--- src/rtl/acdt_ram.sv ---
// Generic single-write, single-read RAM with registered read data.
// Holds the timestamp history; no dependencies.
`timescale 1ns / 1ps

module acdt_ram #(
	parameter int unsigned WIDTH = 128,
	parameter int unsigned DEPTH = 32
) (
	input  logic                                         clk,
	input  logic                                         we,
	input  logic [((DEPTH > 1) ? $clog2(DEPTH) : 1)-1:0] waddr,
	input  logic [WIDTH-1:0]                             wdata,
	input  logic [((DEPTH > 1) ? $clog2(DEPTH) : 1)-1:0] raddr,
	output logic [WIDTH-1:0]                             rdata
);

	logic [WIDTH-1:0] mem_q [DEPTH];
	logic [WIDTH-1:0] rdata_q;

	always_ff @(posedge clk) begin
		if (we) begin
			mem_q[waddr] <= wdata;
		end
		rdata_q <= mem_q[raddr];
	end

	assign rdata = rdata_q;

endmodule

--- config.mk ---
export PLATFORM = sky130hd
export DESIGN_NAME = acdt_ram
export DESIGN_NICKNAME = d
export VERILOG_FILES = /design/src/rtl/acdt_ram.sv
export SDC_FILE = /design/constraint.sdc
export NUM_CORES = 2
export LEC_CHECK = 0
export BUFFER_PORTS_ARGS = -buffer_cell sky130_fd_sc_hd__buf_4
export CORE_UTILIZATION = 56
export DETAILED_ROUTE_END_ITERATION = 6
export GPL_ROUTABILITY_DRIVEN = 0
export PLACE_DENSITY = 0.75
export SLEW_MARGIN = 10
export SYNTH_ARGS = -nofsm -noshare
export SYNTH_HDL_FRONTEND = slang
export SYNTH_SLANG_ARGS = --single-unit
--- constraint.sdc ---
create_clock -name clk -period 7.7 [get_ports clk]
set_input_delay 1.54 -clock clk [delete_from_list [all_inputs] [get_ports clk]]
set_output_delay 1.54 -clock clk [all_outputs]
set_load 0.02 [all_outputs]
* After elaboration in Yosys (flattened, before gate mapping)
Memories as Yosys holds them, arrays and structs flattened. A register that Yosys moved wholly into a read port is not among the register bits.
Cells that the tools add are included.
** Cells by class
- $add $sub $neg :: 0
- Multipliers :: 0
- Div/mod/pow operators :: 0
- Magnitude comparators :: 0
- Equality and inequality tests :: 0
- Shifts and indexed selects :: 0
- Mux-type cells :: 2
- Bitwise operators :: 0
- Reduce and logical (&&, ||, !) cells :: 0
** Operator list (count)
- $mux 1 :: 2
** Word-level totals
- Flip-flop bits (word level) :: 0
- Bits in latches :: 0
- Memory bits (writable) :: 4096
- Memory bits (read-only) :: 0
- Input bits :: 140
- Output and inout port bits :: 128
- Memories kept :: 1
** Memories
- mem_q :: depth 32, width 128, rd ports 1, clocked after memory_dff 1, wr ports 1, line 17 : logic [WIDTH-1:0] mem_q [DEPTH];

* Depth between registers and ports, before layout
- Word-level depth :: 2
- Mapped depth :: 9
- Mapped depth without buffers :: 4

* Least setup slack after synthesis
No wires, ideal clock.
- Path kind :: input-to-reg
- From :: in waddr[1] (netlist name)
- To :: mem mem_q[12][0] (enable)
- Library setup time :: 617 ps
- Arrival :: 7521 ps
- Slack :: -438 ps
- Stages :: 3
- Cell sequence :: or3b_2 > clkbuf_1 > nor2_1
** RTL lines
- from (decl) :: line 11 : input logic [((DEPTH > 1) ? $clog2(DEPTH) : 1)-1:0] waddr,
- to (decl) :: line 17
No word-level cell before the write port.

==> impl_metrics.tcl <==
set metrics [dict create \
    outcome "finished clean" \
    fp.coreArea_um2 274600 \
    path_max_fanout 47 \
    syn_avg_cell_area_um2 24.11 \
    power.density_nw_per_um2 275.0 \
    die_h_um 528.5 \
    grt_max_degree 125 \
    root_buffer "clkbuf_16" \
    via_per_inst 6.914 \
    synth.area.top_cells "edfxtp_1 (79%), mux4_2 (14%), o22ai_1 (1.8%)" \
    seq_power_share 0.534 \
    rsz0062_at_grt "no" \
    die-area_um2 279300 \
    final_nets 7047 \
    min_path_type "reg2reg" \
    clk_path_buf_depth 4 \
    switching_power_mw 10.00 \
    p_int_mw 38.26 \
    cts_buffers 401 \
    fin_crit_sh 0.5274 \
    p_leak_nw 54.83 \
    reg2regPathDepth 3 \
    num_vias 75705 \
    placed_area_um2 161900 \
    critPathSlowestCell "buf_4" \
    cp-end-kind "register" \
    clock_latency_ns 0.92 \
    synth-edff-count 4096 \
    p_sw_frac 0.2072 \
    cts_max_level 5 \
    worstMarginPinSlew_ns 1.274 \
    dp_cells 10190 \
    worstSetupPathType "in2reg" \
    fin_cells 10950 \
    antenna_found_initial 36 \
    initial_core_util 0.5654 \
    p_clk_frac 0.422 \
    crit_chain "buf_4, nor2b_2, buf_4, nand2_4, buf_4, o22ai_1, nor4_1" \
    clock.fmax_ghz 0.2463 \
    cts.clk_slew.worst_paths_ns 0.06 \
    ys.flop_type "edfxtp_1" \
    syn_to_final_growth_pct 13.06 \
    postSynthCellCount 6440 \
    dpl_worst_slack_ns 2.848 \
    synth_area_leader_cell "edfxtp_1" \
    slew_headroom 0.1505 \
    crit_path_frequent_cell "buf_4" \
    wl_per_cell_um 36.54 \
    cap_viol_max_count 0 \
    hold_buffers 0 \
    cts_resized 0 \
    die_w_um 528.5 \
    ys_ff_latch 4224 \
    drtPass1Iterations 5 \
    synth_warnings 0 \
    dp_hpwl_mm 183.3 \
    syn_area_um2 155200 \
    clock-sinks 4224 \
    hold_viol 0 \
    cts_tree "built" \
    postCtsSetupBuffers 0 \
    grt_pass1_vias 76615 \
    ant_nets 0 \
    synth_top_area_frac 0.7923 \
    finalCoreUtilization 0.6392 \
    finalInstanceArea_um2 175500 \
    cp-start-kind "primary input" \
    grtUsageTotal 0.2865 \
    dr_wl_met3_mm 46.44 \
    synthTopCellsByCount "edfxtp_1 (4,096), mux4_2 (956), o22ai_1 (444)" \
    setup_tns_ns 0 \
    drc 0 \
    setup_viol 0 \
    drive_gt1_frac 0.2797 \
    drtIter0Drc 11060 \
    pin_count 268 \
    min_period_ns 4.061 \
    worst_slack_ns 3.639 \
    finalMaxSlewViolations 0 \
    vdd_drop_max_mv 0.2488 \
    ys_seq_area_frac 0.8088 \
    top_layer_used "met5" \
    num_rows 192 \
    min_path_cells 3 \
    wirelength_mm 400.1 \
    gr-total-overflow 0 \
    grt_pass1_wl_mm 563.2 \
    fin_skew_ns 0.05629 \
    synth_nets 6580 \
    wirelength_met1_mm 141.0 \
    cp.arrival_ns 4.78 \
    yosysMostFrequentCell "edfxtp_1" \
    port_buffers 267 \
    wl_met2_mm 197.0 \
    synth_cell_type_count 28 \
    comb_power_share 0.045 \
    cp.required_ns 8.42 \
    cpPeakStageDelay_ns 0.96 \
    postSynth.asyncResetShare 0 \
]
==> kinds of logic (layout without fill, tap and decap cells) <==
family,after synthesis,in the layout,synth area share
AO/OA/AOI/OAI,546,546,0.02283
buffers and inverters,352,1160,0.01256
flip-flops,4224,4224,0.8088
multiplexers,1092,1092,0.1475
other,0,16,0
AND/OR/NAND/NOR,226,226,0.008318
==> cell usage in the layout (no fill, tap or decap), drive strengths merged, types with 37 or more instances in the layout <==
| master | count |
|---|---|
| nand3 | 37 |
| bufinv | 52 |
| clkbuf | 533 |
| dfxtp | 128 |
| nor4 | 111 |
| buf | 416 |
| edfxtp | 4096 |
| o22ai | 444 |
| mux2i | 136 |
| clkinv | 124 |
| mux4 | 956 |
| a22oi | 102 |
==> routing by layer <==
layer	global-route usage	vias up
met1	0.3915	40162
met3	0.05211	918
met2	0.4658	5656
li1	-	28947
met5	0	-
met4	0.1071	22
==> final cells by class <==
class,instances,area (um^2)
flip-flops and latches,4224,125600
well taps,3686,4612
clock buffers,533,11060
multi-input cells,1864,28040
fillers,16876,99070
clock inverters,211,2525
diodes,16,40.04
repair buffers,416,3676
==> worst paths after layout <==
check | endpoint | startpoint | slack (ns)
min | rdata[8] | mem_q[19][8] | 0.72
max | rdata[90] | raddr[4] | 3.64
min reg2reg | rdata[8] | mem_q[19][8] | 0.72
max reg2reg | rdata[90] | mem_q[17][90] | 5.89
==> critical path, delay by kind of cell <==
| family | cells | cell delay (ns) |
|---|---|---|
| AO/OA/AOI/OAI | 1 | 0.21 |
| AND/OR/NAND/NOR | 3 | 1.62 |
| buffers and inverters | 3 | 1.36 |
==> state kept, by name, indices dropped and copies added, names as in the netlist <==
register and count:
rdata 128, mem_q 4096
==> metrics by stage <==
step | hold WS (ns) | power (mW)
floorplan | 0.6472 | 27.39
global placement | 0.6910 | 28.31
detailed placement | 0.6890 | 28.37
CTS | 0.7185 | 48.39
global route | 0.7391 | 49.30
finish | 0.7179 | 48.26
==> power by group through the flow <==
stage          sequential [mW]  combinational [mW]  clock [mW]
2_1_floorplan             26.3                1.12           0
3_3_place_gp              26.2                2.09           0
3_5_place_dp              26.2                2.14           0
4_1_cts                   25.8                2.17        20.5
5_1_grt                   25.8                2.27        21.3
6_report                  25.7                2.17        20.3
No activity file was read; power rests on OpenSTA's default activity.
