$ cat config.mk
export PLATFORM = sky130hd
export DESIGN_NAME = acdt_div
export DESIGN_NICKNAME = d
export VERILOG_FILES = /design/src/rtl/acdt_pkg.sv /design/src/rtl/acdt_div.sv
export SDC_FILE = /design/constraint.sdc
export NUM_CORES = 1
export LEC_CHECK = 0
export BUFFER_PORTS_ARGS = -buffer_cell sky130_fd_sc_hd__buf_2
export CAP_MARGIN = 20
export CELL_PAD_IN_SITES_DETAIL_PLACEMENT = 2
export CELL_PAD_IN_SITES_GLOBAL_PLACEMENT = 2
export CORE_MARGIN = 5
export CORE_UTILIZATION = 35
export DETAILED_ROUTE_END_ITERATION = 10
export PLACE_DENSITY = 0.77
export SLEW_MARGIN = 10
export SYNTH_ARGS = -nofsm -noshare
export SYNTH_HDL_FRONTEND = slang
export SYNTH_SLANG_ARGS = --single-unit
$ cat constraint.sdc
create_clock -name clk -period 4.33 [get_ports clk]
set_input_delay 0.2165 -clock clk [delete_from_list [all_inputs] [get_ports clk]]
set_output_delay 0.2165 -clock clk [all_outputs]
set_load 0.01 [all_outputs]
$ cat src/rtl/acdt_pkg.sv
// Shared types, constants and helpers for the audio clock drift tracker.
// Used by the multiplier, the divider and the top level of the block; depends on nothing.
`timescale 1ns / 1ps

package acdt_pkg;

	localparam int unsigned DATA_W    = 64;
	localparam int unsigned UPF_W     = 32;
	localparam int unsigned DRIFT_W   = 32;
	localparam int unsigned PROD_W    = DATA_W + UPF_W;
	localparam int unsigned CFG_IDX_W = 4;

	// right shifts applied to the 96-bit products
	localparam int unsigned EST_SHIFT   = 30;
	localparam int unsigned FRAME_SHIFT = 24;

	// quotient bits of the slope: two integer, thirty fraction
	localparam int unsigned QUOT_BITS = 32;

	// register indexes
	localparam logic [CFG_IDX_W-1:0] REG_USECS_PER_FRAME = 4'd0;
	localparam logic [CFG_IDX_W-1:0] REG_REAL_BASE_TIME  = 4'd1;

	localparam logic [UPF_W-1:0]   UPF_RESET = 32'h0100_0000;
	localparam logic [DRIFT_W-1:0] DRIFT_ONE = 32'h4000_0000;
	localparam logic [DRIFT_W-1:0] DRIFT_SAT = 32'hFFFF_FFFF;

	// shared multiplier request/response
	typedef struct packed {
		logic              start;
		logic [DATA_W-1:0] a;
		logic [UPF_W-1:0]  b;
	} mul_req_t;

	typedef struct packed {
		logic              done;
		logic [PROD_W-1:0] product;
	} mul_rsp_t;

	// serial divider request/response
	typedef struct packed {
		logic              start;
		logic [DATA_W-1:0] num;
		logic [DATA_W-1:0] den;
	} div_req_t;

	typedef struct packed {
		logic                 done;
		logic [QUOT_BITS-1:0] quot;
	} div_rsp_t;

	// magnitude of a two's complement word; the most negative value maps to 2^63
	function automatic logic [DATA_W-1:0] mag64(input logic [DATA_W-1:0] v);
		return v[DATA_W-1] ? (~v + 1'b1) : v;
	endfunction

endpackage

$ cat src/rtl/acdt_div.sv
// Restoring divider producing the Q2.30 slope, one quotient bit per cycle.
// Expects num < 4*den and den nonzero; depends on acdt_pkg.
`timescale 1ns / 1ps

module acdt_div
	import acdt_pkg::*;
(
	input  logic     clk,
	input  logic     arst_n,
	input  div_req_t req,
	output div_rsp_t rsp
);

	typedef enum logic {
		D_IDLE,
		D_RUN
	} dstate_t;

	localparam int unsigned CNT_W = $clog2(QUOT_BITS);

	dstate_t              state_q;
	logic [CNT_W-1:0]     cnt_q;
	logic                 done_q;
	logic [DATA_W-1:0]    r_q;
	logic [DATA_W-1:0]    d_q;
	logic [1:0]           nb_q;
	logic [QUOT_BITS-1:0] quot_q;

	logic [DATA_W:0] trial;
	logic [DATA_W:0] diff;
	logic            ge;

	// shift in the next dividend bit (two integer bits, then zeros)
	assign trial = {r_q, nb_q[1]};
	assign diff  = trial - {1'b0, d_q};
	assign ge    = (trial >= {1'b0, d_q});

	always_ff @(posedge clk or negedge arst_n) begin
		if (!arst_n) begin
			state_q <= D_IDLE;
			cnt_q   <= '0;
			done_q  <= 1'b0;
		end else begin
			done_q <= 1'b0;
			case (state_q)
				D_IDLE: begin
					if (req.start) begin
						cnt_q   <= '0;
						state_q <= D_RUN;
					end
				end
				D_RUN: begin
					cnt_q <= cnt_q + 1'b1;
					if (cnt_q == CNT_W'(QUOT_BITS - 1)) begin
						done_q  <= 1'b1;
						state_q <= D_IDLE;
					end
				end
				default: state_q <= D_IDLE;
			endcase
		end
	end

	always_ff @(posedge clk) begin
		if (state_q == D_IDLE && req.start) begin
			r_q    <= {2'b00, req.num[DATA_W-1:2]};
			nb_q   <= req.num[1:0];
			d_q    <= req.den;
			quot_q <= '0;
		end else if (state_q == D_RUN) begin
			r_q    <= ge ? diff[DATA_W-1:0] : trial[DATA_W-1:0];
			nb_q   <= {nb_q[0], 1'b0};
			quot_q <= {quot_q[QUOT_BITS-2:0], ge};
		end
	end

	assign rsp.done = done_q;
	assign rsp.quot = quot_q;

endmodule

; ---- Yosys cells after proc, flatten, opt, wreduce, memory -nomap -nowiden
; Cells that the tools add are included.
[word_totals]
regBits = 169
wordCells = 28
out_inout_bits = 33
in_bits = 131
[op_classes]
order_cmp = 1
n_reduce_logical = 2
n_addsub = 2
bitwise = 1
n_mux = 12
n_eq_ne = 2
[ops]
columns = cell, count
row1 = $mux W62, 2
row2 = $ge A65 B64 Y1, 1
row3 = $mux W64, 1
row4 = $sub A64 B64 Y64, 1
row5 = $pmux W5 S2, 1
row6 = $add A5 B1 Y5 const B, 1
row7 = $eq A5 B5 Y1 const B, 1
row8 = $mux W5, 1
row9 = $mux W1, 4
row10 = $mux W2, 2
row11 = $ne A2 B2 Y1 const B, 1
row12 = $pmux W1 S2, 1
row13 = $reduce_bool A2 Y1, 1
row14 = $logic_and A1 B1 Y1, 1
row15 = $not A1 Y1, 1

; ---- Longest topological paths before layout
[depth]
depth_word = 4
depth_mapped = 18
mapped_depth_nobuf = 16

; ---- Worst setup path before layout
; Ideal clock, no wire load.
[synth_path]
kind = reg-to-reg
startpoint = register r_q[22]
endpoint = register r_q[54], data pin
required_time_ps = 4066
path_stages_with_launch = 16
t_arrival_ps = 3461
slack_ps = 605
period_less_slack_ps = 3725
cell_sequence = edfxtp_1 ha_1 nand2_2 nor4_4 nand3_1 or4_4 o31ai_4 a41oi_1 o41ai_2 o21ba_1 buf_4 buf_6 buf_4 nor2_1 a21oi_1 o21ai_0
[synth_via]
elab_chain_cells = 4
elab_cells_between_ends = 5
cone_classes = 1 x add/sub / 1 x order compare / 3 x mux
[synth_rtl]
columns = item, line
row1 = from (decl), acdt_div.sv:24  ; logic [DATA_W-1:0] r_q;
row2 = from (signal assigned), acdt_div.sv:66  ; r_q <= {2'b00, req.num[DATA_W-1:2]};
row3 = from (signal assigned), acdt_div.sv:71  ; r_q <= ge ? diff[DATA_W-1:0] : trial[DATA_W-1:0];
row4 = $sub A64 B64 Y64 / $ge A65 B64 Y1 (equally long branches), "acdt_div.sv:35, acdt_div.sv:36"
row5 = $mux W64 (*), acdt_div.sv:71
row6 = $mux W62 (*), acdt_div.sv:70  ; end else if (state_q == D_RUN) begin
row7 = $mux W62 (*), acdt_div.sv:65  ; if (state_q == D_IDLE && req.start) begin
; Mark *: on every way between the ends. The rest lies on a longest branch, timed or not. The select of a mux whose other input is x is not followed.
; A chain may end at the register's enable or synchronous reset.

; ---- Worst setup path in the final report
[layout_path]
startpoint = register r_q[23]
endpoint = register r_q[3], data pin
[layout_via]
elab_chain_cells = 4
[layout_rtl]
columns = item, line
row1 = $ge A65 B64 Y1, acdt_div.sv:36  ; assign ge = (trial >= {1'b0, d_q});
row2 = $mux W64, acdt_div.sv:71
row3 = $mux W62, acdt_div.sv:70
row4 = $mux W62, acdt_div.sv:65
; Every way passes these cells. The select of a mux whose other input is x is not followed.

==> metrics <==
outcome finished clean; Rel. slew slack 0.396; Synth Register Bits 169; DRC violations left 0; vias in the first global route 10700; pwr dens 829 nW/µm²; placer congestion estimate 0.822; grt ovf 0; CTS max path bufs 2; Area Overhead vs Synth 24.6%; met1 usage 0.269; buffer and inverter count on the worst path 2; fin cells 1811; via count 9608; Max Cap Violations 0; count of final hold-check violations 0; pre-CTS setup slack 0.0750 ns; worst-skew pair later-pin latency 0.46 ns; Most common cell on crit path buf_12; post-route setup TNS 0 ns; Synth area leaders edfxtp_1, ha_1, dfxtp_1, a21oi_1, o21ai_0; layout cells sized above 1 0.181; Filler Cell Count 3310; top-count cell post-synth nand2_1; Total Wirelength 36600 µm; WP data arrival 4.37 ns; area of the mapped netlist 10700 µm²; Max Clk Rate 0.240 GHz; All-Layer GR Usage 0.214; met2 usage 0.372; synth unique cells 64; Leak 5.80 nW; critical path's slowest cell or4_4; fin area 13300 µm²; TritonCTS buffer count 17; hold wc startpoint req[3]; clock transition at the registers of the reported paths 0.08 ns; leading area contributor after synthesis edfxtp_1; DR iter-0 viols 404; share of flip-flops with an asynchronous set or reset 0.0414; number of H-tree levels 4; syn_nets 1381; placed cell count 1711; Critical Path RT 4.53 ns; sequential cell area fraction in the yosys report 0.439; Hold WC Path Type in2reg; Final ANT Viol Nets 0; Final setup viols 0; crit path kind reg2reg; average size of a mapped cell 9.04 µm²; EDFF count, synth 128; root buffer cell clkbuf_16; Initial Utilization 0.352; row count 64; Nets 1599; WHS 0.0315 ns; Via density 5.31; Max Clock Skew 0.0174 ns; Critical Path Source r_q[23]$_DFFE_PP_; worst-path fanout max 32; Crit path largest cell delay 0.57 ns; Die Footprint 34200 µm²; area post-placement 12000 µm²; initial antenna violation count 7; period utilization 0.963; Setup crit start kind register; final critical-path required period 4.17 ns; FF-to-FF Start r_q[23]$_DFFE_PP_; setup ws final 0.159 ns; IO Count 164; Sink Count 169; RSZ-0062 raised after global routing false; yosys synthesis warning count 0; hold depth 1; CTS tree yes; die width 185 µm; CP Cell Sequence ha_1, nand2_1, nor4_4, nand3_1, or4_4, o31ai_4, a41oi_1, o41ai_2, o21ba_4, buf_12, buf_12, mux2i_1, a21oi_1; GR peak layer met2; Top Family by Delay on Critical Path compound AO/OA/AOI/OAI gates; leading cell types by count after synthesis nand2_1, edfxtp_1, a21oi_1, o21ai_0, nor2_1; Gate Count Post-Synth 1183; area of the multi-input gates 5450 µm²; top_reg_cell synth edfxtp_1; top cell type's share of synthesized area 0.359; Initial DRT Pass Iterations 4; WP depth 13; WL per Instance 20.2 µm; Reg area 4700 µm²; FF-to-FF path depth 13; PortBufs 163; largest net degree at the start of global routing 59; worst-margin pin slew 0.905 ns; die height 185 µm; core area 30300 µm²; maximum vdd drop 345 µV; GR Util met3 0.0450; Critical Path End Type register; post-DP HPWL 26700 µm; Slew Viols, Final 0; first-pass GRT wire length 58100 µm
-- routing by layer --
layer	share of wire	wire [µm]
met1	0.45	16400
met2	0.49	17900
met3	0.039	1410
met4	0.021	777
met5	0.0022	82
-- repair_timing --
action | 4_1_cts | 5_1_grt
buffers inserted | 0 | 3
endpoints found under the setup margin | 0 | 63
endpoints found under the hold margin | 70 | 0
hold buffers | 64 | 0
gates resized for setup | 0 | 6
-- sequential cells by signal, summed over array words and instances, names as in the netlist --
register and flops:
done_q 1, d_q 64, r_q 64, nb_q 2
cnt_q 5, state_q 1, quot_q 32
-- final timing paths --
path                       slack, ns                       to
max reg2reg                     0.16         r_q[3]$_DFFE_PP_
max in group asynchronous       4.02        state_q$_DFF_PN0_
max                             0.16         r_q[3]$_DFFE_PP_
min reg2reg                     0.49  quot_q[31]$_SDFFE_PP0P_
min                             0.03         d_q[3]$_DFFE_PP_
min in group asynchronous       0.14     cnt_q[3]$_DFFE_PN0P_
-- layout by cell type, fill, tap and decap left out, types with 4 or more instances in the layout --
cell type / synthesis / layout
nand4_1: 16 / 16
nor3_1: 8 / 8
a31oi_1: 8 / 8
nand3_1: 18 / 18
buf_12: 0 / 5
and3_1: 9 / 9
nand2_1: 141 / 141
ha_1: 66 / 65
buf_4: 5 / 31
a21o_1: 37 / 37
dlygate4sd3_1: 0 / 64
edfxtp_1: 128 / 128
o21a_1: 6 / 6
dfxtp_1: 34 / 34
a21oi_1: 127 / 127
a211oi_1: 7 / 6
inv_1: 78 / 76
nor2_1: 94 / 94
o21ai_1: 3 / 5
nor2b_1: 10 / 10
nand2b_1: 41 / 40
o21ai_0: 120 / 118
o21bai_1: 11 / 11
mux2i_1: 17 / 17
buf_2: 9 / 163
clkbuf_16: 0 / 18
and2_1: 4 / 4
xor2_1: 27 / 27
o211ai_1: 4 / 4
dfrtp_1: 7 / 6
xnor2_1: 34 / 34
a22o_1: 5 / 5
inv_6: 0 / 6
-- worst register-to-register path, delay by kind of cell, from the launching register on --
kind	cells	cell delay [ns]
mux	1	0.30
compound gates	5	1.23
simple gates	4	1.19
flops	1	0.46
fa+ha+maj	1	0.42
buf+inv	2	0.32
-- stage by stage --
stage | total power, W | util
CTS | 0.0110 | 0.437
finish | 0.0110 | 0.439
detailed placement | 0.00924 | 0.397
global route | 0.0119 | 0.439
floorplan | 0.00724 | -
global placement | 0.00889 | 0.397
-- kinds of logic (layout without fill, tap and decap cells) --
kind of cell	Yosys count	after routing	share of synthesized area
fa+ha+maj	67	67	0.0791
xor+xnor	61	61	0.0499
buf+inv	142	373	0.0540
flops	169	169	0.439
simple gates	360	360	0.156
mux	19	19	0.0180
other cells	0	1	0
compound gates	365	365	0.204
-- power breakdown --
group | total [W] | internal [W] | switching (W) | leakage (nW)
clock | 0.00159 | 0.000805 | 0.000783 | 0.290
combinational | 0.00647 | 0.00268 | 0.00380 | 3.90
sequential | 0.00298 | 0.00259 | 0.000388 | 1.61
-- cell type report --
class,instances,share of cell area
Timing Repair Buffer,263,0.134
Sequential cell,169,0.353
Multi-Input combinational cell,872,0.409
Antenna cell,1,0.000188
Tap cell,396,0.0372
Inverter,78,0.0221
Clock buffer,18,0.0338
Clock inverter,14,0.0109
(Power assumes the default switching activity.)
